<file path="config.mk">
export PLATFORM = sky130hd
export DESIGN_NAME = sliding_window_mean_median_filter_core
export DESIGN_NICKNAME = d
export VERILOG_FILES = /design/src/rtl/swmf_pkg.sv /design/src/rtl/swmf_cell.sv /design/src/rtl/swmf_blend.sv /design/src/rtl/sliding_window_mean_median_filter_core.sv
export VERILOG_INCLUDE_DIRS = /design/src /design/src/rtl
export SDC_FILE = /design/constraint.sdc
export NUM_CORES = 1
export LEC_CHECK = 0
export ABC_CLOCK_PERIOD_IN_PS = 6500
export CAP_MARGIN = 20
export CORE_UTILIZATION = 50
export CTS_CLUSTER_DIAMETER = 40
export CTS_CLUSTER_SIZE = 25
export DETAILED_ROUTE_END_ITERATION = 16
export DONT_BUFFER_PORTS = 1
export PLACE_DENSITY = 0.72
export RECOVER_POWER = 50
export SYNTH_ARGS = -nofsm -noshare
export SYNTH_HDL_FRONTEND = slang
export SYNTH_HIERARCHICAL = 1
export SYNTH_SLANG_ARGS = --single-unit
</file>
<file path="constraint.sdc">
create_clock -name clk_i -period 6.5 [get_ports clk_i]
set_input_delay 0.975 -clock clk_i [delete_from_list [all_inputs] [get_ports clk_i]]
set_output_delay 0.975 -clock clk_i [all_outputs]
set_load 0.02 [all_outputs]
</file>
<file path="src/rtl/assert_macros.svh">
// assertion macros for the filter rtl
`ifndef ASSERT_MACROS_SVH
`define ASSERT_MACROS_SVH

// clocked assertion with explicit clock and active-low reset
`define SWMF_ASSERT_CLK(lbl, clk, rst_n, prop, msg) \
  lbl: assert property (@(posedge clk) disable iff (!rst_n) prop) else $error(msg);

// clocked assertion on the block clock and reset
`define SWMF_ASSERT(lbl, prop, msg) \
  `SWMF_ASSERT_CLK(lbl, clk_i, rst_ni, prop, msg)

`endif

</file>
<file path="src/rtl/swmf_pkg.sv">
// types, constants and codes of the sliding window filter
`default_nettype none

package swmf_pkg;

  localparam int WINDOW      = 3;
  localparam int SAMPLE_BITS = 16;
  localparam int FIELD_BITS  = 16;

  localparam int MEDIAN_RANK = WINDOW / 2;
  localparam int RANK_BITS   = $clog2(WINDOW + 1);
  localparam int SUM_BITS    = SAMPLE_BITS + $clog2(WINDOW + 1);

  // mean and blend both divide by twice the window
  localparam int DIVISOR     = 2 * WINDOW;
  localparam int NUM_BITS    = SAMPLE_BITS + $clog2(DIVISOR + 1);
  localparam int RECIP_SHIFT = NUM_BITS + $clog2(DIVISOR);
  localparam int RECIP_BITS  = NUM_BITS + 2;
  localparam int PROD_BITS   = NUM_BITS + RECIP_BITS;
  localparam logic [RECIP_BITS-1:0] RECIP_MULT =
    RECIP_BITS'(((64'd1 << RECIP_SHIFT) + 64'(DIVISOR) - 64'd1) / 64'(DIVISOR));

  typedef logic [SAMPLE_BITS-1:0] sample_t;
  typedef sample_t [WINDOW-1:0]   window_t;
  typedef logic [SUM_BITS-1:0]    sum_t;
  typedef logic [NUM_BITS-1:0]    num_t;

  typedef enum logic [1:0] {
    MODE_MEAN   = 2'd0,
    MODE_MEDIAN = 2'd1,
    MODE_BLEND  = 2'd2
  } filter_mode_e;

  localparam filter_mode_e MODE_RESET = MODE_BLEND;

  typedef struct packed {
    logic advance;
    logic valid;
  } pipe_ctrl_t;

endpackage

`default_nettype wire

</file>
<file path="src/rtl/swmf_cell.sv">
// one window cell: holds a sample, shifts it on, and ranks it against the window
`default_nettype none

module swmf_cell
  import swmf_pkg::*;
(
  input  wire logic    clk_i,
  input  wire logic    rst_ni,
  input  wire logic    shift_i,
  input  wire sample_t sample_i,
  input  wire window_t window_i,
  output sample_t      value_o,
  output logic         median_o
);

  sample_t value_q, value_d;
  logic [WINDOW-1:0] lt_vec, le_vec;
  logic [RANK_BITS-1:0] lt_cnt, le_cnt;

  assign value_d = shift_i ? sample_i : value_q;

  always_ff @(posedge clk_i or negedge rst_ni) begin
    if (!rst_ni) begin
      value_q <= '0;
    end else begin
      value_q <= value_d;
    end
  end

  // strictly below and at-or-below counts over the whole window, self included
  always_comb begin
    for (int k = 0; k < WINDOW; k++) begin
      lt_vec[k] = window_i[k] <  value_q;
      le_vec[k] = window_i[k] <= value_q;
    end
  end

  assign lt_cnt = RANK_BITS'($countones(lt_vec));
  assign le_cnt = RANK_BITS'($countones(le_vec));

  // the median position falls inside this cell's run of equal values
  assign median_o = (lt_cnt <= RANK_BITS'(MEDIAN_RANK)) &&
                    (le_cnt >  RANK_BITS'(MEDIAN_RANK));
  assign value_o  = value_q;

endmodule

`default_nettype wire

</file>
<file path="src/rtl/swmf_blend.sv">
// mode select, numerator and reciprocal divide stages
`default_nettype none

module swmf_blend
  import swmf_pkg::*;
(
  input  wire logic         clk_i,
  input  wire logic         rst_ni,
  input  wire pipe_ctrl_t   ctrl_i,
  input  wire filter_mode_e mode_i,
  input  wire sample_t      median_i,
  input  wire sum_t         sum_i,
  output logic              valid_o,
  output sample_t           result_o
);

  logic     v3_q, v3_d;
  num_t     num_q, num_d;
  sample_t  med3_q, med3_d;
  logic     pick_q, pick_d;
  logic     vo_q, vo_d;
  sample_t  res_q, res_d;
  logic [PROD_BITS-1:0] prod_c;

  // numerator over twice the window
  always_comb begin
    pick_d = 1'b0;
    case (mode_i)
      MODE_MEAN:   num_d = NUM_BITS'(sum_i) << 1;
      MODE_MEDIAN: begin
        num_d  = NUM_BITS'(sum_i) << 1;
        pick_d = 1'b1;
      end
      default:     num_d = NUM_BITS'(NUM_BITS'(median_i) * NUM_BITS'(WINDOW)) +
                           NUM_BITS'(sum_i);
    endcase
  end

  assign v3_d   = ctrl_i.advance ? ctrl_i.valid : v3_q;
  assign med3_d = median_i;

  assign prod_c = PROD_BITS'(num_q) * PROD_BITS'(RECIP_MULT);
  assign vo_d   = ctrl_i.advance ? v3_q : vo_q;
  assign res_d  = pick_q ? med3_q : prod_c[RECIP_SHIFT +: SAMPLE_BITS];

  always_ff @(posedge clk_i or negedge rst_ni) begin
    if (!rst_ni) begin
      v3_q <= 1'b0;
      vo_q <= 1'b0;
    end else begin
      v3_q <= v3_d;
      vo_q <= vo_d;
    end
  end

  always_ff @(posedge clk_i) begin
    if (ctrl_i.advance) begin
      num_q  <= num_d;
      med3_q <= med3_d;
      pick_q <= pick_d;
      res_q  <= res_d;
    end
  end

  assign valid_o  = vo_q;
  assign result_o = res_q;

endmodule

`default_nettype wire

</file>
<file path="src/rtl/sliding_window_mean_median_filter_core.sv">
// top level of the sliding window mean and median filter
`default_nettype none

// Sliding window filter over the last WINDOW samples (three by default).
// Every accepted sample word shifts into a row of cells, the oldest drops
// out, and one filtered word comes out per sample: the mean, the median or
// the floored average of both, as chosen by the mode register (reset value
// blend, code three behaves as blend). The window starts out full of zeros,
// so early results include them. One word is taken every clock cycle while
// the output is not stalled. The filtered word is registered in turn by the
// cell row, which takes the word at the accepting edge, then by the median
// rank stage, the numerator stage and the reciprocal multiplier stage.
// A stalled output freezes the whole pipeline and the input stalls with it.
// The mode register is written with cfg_we_i and must only change while no
// word is in flight.
module sliding_window_mean_median_filter_core
  import swmf_pkg::*;
(
  input  wire logic                  clk_i,
  input  wire logic                  rst_ni,
  input  wire logic                  cfg_we_i,
  input  wire logic [1:0]            cfg_wdata_i,
  input  wire logic                  sample_valid_i,
  output logic                       sample_stall_o,
  input  wire logic [FIELD_BITS-1:0] sample_i,
  output logic                       filtered_valid_o,
  input  wire logic                  filtered_stall_i,
  output logic [FIELD_BITS-1:0]      filtered_o
);

  `include "assert_macros.svh"

  filter_mode_e mode_q, mode_d;

  logic advance_c, accept_c;
  logic v1_q, v1_d;
  logic v2_q, v2_d;
  sum_t sum_q, sum_d;
  sum_t sum2_q;
  sample_t med2_q, med_c;
  sample_t new_c;

  window_t window_c;
  sample_t [WINDOW-1:0] chain_in_c;
  logic [WINDOW-1:0] hit_vec;

  pipe_ctrl_t blend_ctrl;
  logic out_valid_c;
  sample_t result_c;

  // mode register
  assign mode_d = cfg_we_i ? filter_mode_e'(cfg_wdata_i) : mode_q;

  always_ff @(posedge clk_i or negedge rst_ni) begin
    if (!rst_ni) begin
      mode_q <= MODE_RESET;
    end else begin
      mode_q <= mode_d;
    end
  end

  // pipeline moves unless a finished word is held by the consumer
  assign advance_c      = !(out_valid_c && filtered_stall_i);
  assign sample_stall_o = !advance_c;
  assign accept_c       = sample_valid_i && advance_c;
  assign new_c          = sample_t'(sample_i);

  // cell row: cell zero takes the new word, the others take their neighbour
  assign chain_in_c[0] = new_c;
  for (genvar k = 1; k < WINDOW; k++) begin : g_link
    assign chain_in_c[k] = window_c[k-1];
  end

  for (genvar k = 0; k < WINDOW; k++) begin : g_cell
    swmf_cell u_cell (
      .clk_i    (clk_i),
      .rst_ni   (rst_ni),
      .shift_i  (accept_c),
      .sample_i (chain_in_c[k]),
      .window_i (window_c),
      .value_o  (window_c[k]),
      .median_o (hit_vec[k])
    );
  end

  // running window sum, the last cell holds the word that drops out
  assign sum_d = accept_c ? sum_q + SUM_BITS'(new_c) - SUM_BITS'(window_c[WINDOW-1])
                          : sum_q;

  // equal hits carry equal values, so an and-or pick is safe
  always_comb begin
    med_c = '0;
    for (int k = 0; k < WINDOW; k++) begin
      med_c = med_c | (window_c[k] & {SAMPLE_BITS{hit_vec[k]}});
    end
  end

  assign v1_d = advance_c ? accept_c : v1_q;
  assign v2_d = advance_c ? v1_q : v2_q;

  always_ff @(posedge clk_i or negedge rst_ni) begin
    if (!rst_ni) begin
      sum_q <= '0;
      v1_q  <= 1'b0;
      v2_q  <= 1'b0;
    end else begin
      sum_q <= sum_d;
      v1_q  <= v1_d;
      v2_q  <= v2_d;
    end
  end

  // median and sum of the window as it stood after the word went in
  always_ff @(posedge clk_i) begin
    if (advance_c) begin
      med2_q <= med_c;
      sum2_q <= sum_q;
    end
  end

  assign blend_ctrl.advance = advance_c;
  assign blend_ctrl.valid   = v2_q;

  swmf_blend u_blend (
    .clk_i    (clk_i),
    .rst_ni   (rst_ni),
    .ctrl_i   (blend_ctrl),
    .mode_i   (mode_q),
    .median_i (med2_q),
    .sum_i    (sum2_q),
    .valid_o  (out_valid_c),
    .result_o (result_c)
  );

  assign filtered_valid_o = out_valid_c;
  assign filtered_o       = FIELD_BITS'(result_c);

  `SWMF_ASSERT(a_median_found, hit_vec != '0, "no cell holds the window median")
  `SWMF_ASSERT(a_stall_held, sample_stall_o |-> (out_valid_c && filtered_stall_i), "stray stall")
  `SWMF_ASSERT(a_accept_fills, accept_c |=> v1_q, "accepted word lost before the rank stage")
  `SWMF_ASSERT(a_sum_idle, !accept_c |=> $stable(sum_q), "window sum moved without a new word")

endmodule

`default_nettype wire
</file>
==> reports/metrics.yaml <==
outcome: "complete, but fails checks"
failed_checks: "max-capacitance violations, max-slew violations"
synth_cell_types: 90
maxCapViolCount: 1
max-clock-path-buffers: 2
placementRows: 67
post-cts-setup-buffer-count: 0
fin_util: 0.543
post-route-cell-area_sq_mm: 0.0184
yosys_warnings: 6
postRouteWirelength_mm: 42.8
min_path_type: "input pin to asynchronous set/reset pin"
final_setup_violation_count: 0
synthTopCellsByArea: "ha_1, fa_1, edfxtp_1"
pre_cts_ws_ns: 0.366
timing.critical_path.required_ns: 6.70
critPathKind: "flop to flop"
drc_errors: 0
synth_flop_cell: "edfxtp_1"
areaGrowthSynthToFinish_pct: 5.94
grtUsageTotal: 0.251
final_net_count: 2224
slew_headroom: -1.68
fin_max_slew_vios: 76
drt_iter0_markers: 941
dp_hpwl_mm: 34.4
cts-buffers-inserted: 17
min_period_over_period: 0.932
syn_avg_cell_area_sq_um: 9.83
post_drt_via_cell_ratio: 5.83
most_common_cell_after_layout_fill_and_taps_aside: "inv_1"
final_cell_mix: "inv_1, ha_1, fa_1, nand2_1, edfxtp_1"
floorplan.die.height_microns: 188
synth_async_reset_ratio: 0.456
clk_pin_slew_ns: 0.07
grt_start_max_net_pins: 105
numPortBuffers: 0
setup-tns-final_ns: 0
tritoncts: "done"
clock-skew-final_ns: 0.0142
syn-cell-area_sq_mm: 0.0173
vias: 12900
synth_top_cell_area_share: 0.229
std_cell_core_area_sq_mm: 0.0338
crit_path_max_fanout: 5
timing.critical_path.arrival_ns: 6.26
setup.worst_path.end_class: "flop"
cts-root-buf: "clkbuf_16"
max_clock_freq_ghz: 0.165
postSynthRegisterBits: 158
die_x_microns: 188
multi_input_combinational_cell_area_sq_mm: 0.0115
rsz_0062_raised_after_global_routing: "false"
num-fill-cells: 2938
placement.cell_area_sq_mm: 0.0178
worst_skew_pair_latency_ns: 0.46
register_area_sq_mm: 0.00439
design.die.area_sq_mm: 0.0354
antenna_cells: 0
routabilityCongestion: 0.968
clock_sinks: 158
grt-ovfl-total: 0
routedWlPerCell_microns: 19.3
h-tree-depth: 4
first_pass_iters: 6
crit_path_start_kind: "flop"
ios: 41
synth_edf_count: 86
netlist_instances: 1764
grt_antenna_before_repair: 0
post_route_cells_drive_above_1_share: 0.0601
wire_length_of_the_first_global_routing_pass_mm: 68.9
timing.final.ws_setup_ns: 0.439
number_of_global_route_vias_before_repair: 13200
synthDominantAreaCellType: "ha_1"
synth_sequential_area_ratio: 0.253
finalCriticalPeriod_ns: 6.06
worst_pin_slew_ns: 4.02
post_synth_net_total: 2236
detail-route-antenna-nets: 0
start_util: 0.513
final_hold_viol_count: 0
==> timing repair <==
item | 4_1_cts | 5_1_grt
gates resized for setup | 0 | 1
hold buffers | 0 | 0
endpoints found under the setup margin | 0 | 1
==> path summary, 6_finish.rpt <==
path,startpoint,to,slack (ns),cells after the start
worst max-delay path,u_blend/num_q[15]$_DFFE_PP_,u_blend/result_o[10]$_DFFE_PP_,0.44,21
worst min-delay path,rst_ni,g_cell[0].u_cell/value_o[1]$_DFFE_PN0P_,0.21,0
worst max register to register,u_blend/num_q[15]$_DFFE_PP_,u_blend/result_o[10]$_DFFE_PP_,0.44,21
worst min register to register,sum_q[2]$_DFFE_PN0P_,sum2_q[2]$_DFFE_PN_,0.46,0
min in group clk_i,sum_q[2]$_DFFE_PN0P_,sum2_q[2]$_DFFE_PN_,0.46,0
max in group asynchronous,rst_ni,mode_q[1]$_DFFE_PN1P_,6.04,0
==> synth_stat cells (7+ instances only) <==
master    number
a222oi_1      16
inv_1        350
xnor2_1       15
nand2_1      127
nand4_1       37
o21ai_0       58
o211ai_1      19
edfxtp_1      86
fa_1         132
a21o_1        48
a211oi_1      12
dfrtp_1       71
o31ai_1       14
nor2_1        41
nand3_1       27
nor3_1        26
a211oi_2       7
mux2_2        18
a21oi_1       79
o21a_1        16
nor2b_1       13
o21ai_1       40
xor2_1         9
clkbuf_1      22
ha_1         317
and3_1        11
==> stage by stage <==
step | hold slack (ns) | instances
final | 0.206 | 2213
after global routing | 0.194 | 2213
after CTS | 0.194 | 2212
after detailed placement | 0.446 | 2180
after global placement | 0.434 | 2180
after floorplan | 0.425 | 1764
==> area by class of cell <==
type                            instances  share of cell area
Clock buffer                           19              0.0247
Timing Repair Buffer                    5             0.00232
Inverter                              352              0.0720
Clock inverter                         13             0.00695
Tap cell                              448              0.0305
Sequential cell                       158               0.239
Multi-Input combinational cell       1218               0.625
==> kinds of logic (layout without fill, tap and decap cells) <==
group | Yosys count | after routing | share of synthesized area
fa+ha+maj | 449 | 449 | 0.381
buf+inv | 388 | 389 | 0.0858
compound gates | 383 | 383 | 0.154
simple gates | 342 | 342 | 0.101
flops | 158 | 158 | 0.253
xor+xnor | 24 | 24 | 0.0121
mux | 20 | 20 | 0.0130
==> critical path, cell delays in order (launching register included) <==
cell and delay, ns:
edfxtp_1 0.44, ha_1 0.34, inv_1 0.08, fa_1 0.48
inv_1 0.09, fa_2 0.63, inv_1 0.08, fa_1 0.53
inv_1 0.08, fa_1 0.54, inv_1 0.06, fa_1 0.53
inv_1 0.04, ha_1 0.37, nand3_2 0.14, nor2_1 0.06
a221oi_2 0.38, o21ai_1 0.16, o21ai_2 0.19, a21o_1 0.18
a21oi_1 0.08, o41a_1 0.32
==> sequential cells by signal, indices dropped and copies added, names as in the netlist <==
signal                 flops
g_cell.u_cell/value_o     48
u_blend/num_q             19
sum2_q                    18
sum_q                     18
med2_q                    16
u_blend/med3_q            16
u_blend/result_o          16
mode_q                     2
u_blend/pick_q             1
u_blend/v3_q               1
u_blend/valid_o            1
v1_q                       1
v2_q                       1
==> routing by layer <==
metal  vias to the layer above  GRT usage  share of wire
met4                         0     0.0804          0.024
met2                       363      0.445           0.50
met1                      6318      0.311           0.42
met5                         -          0              0
li1                       6138          -              -
met3                        78     0.0402          0.053
Power is left out: the tool's default activity adds up to more than one toggle a clock period on the data nets, which glitch-free logic cannot reach.
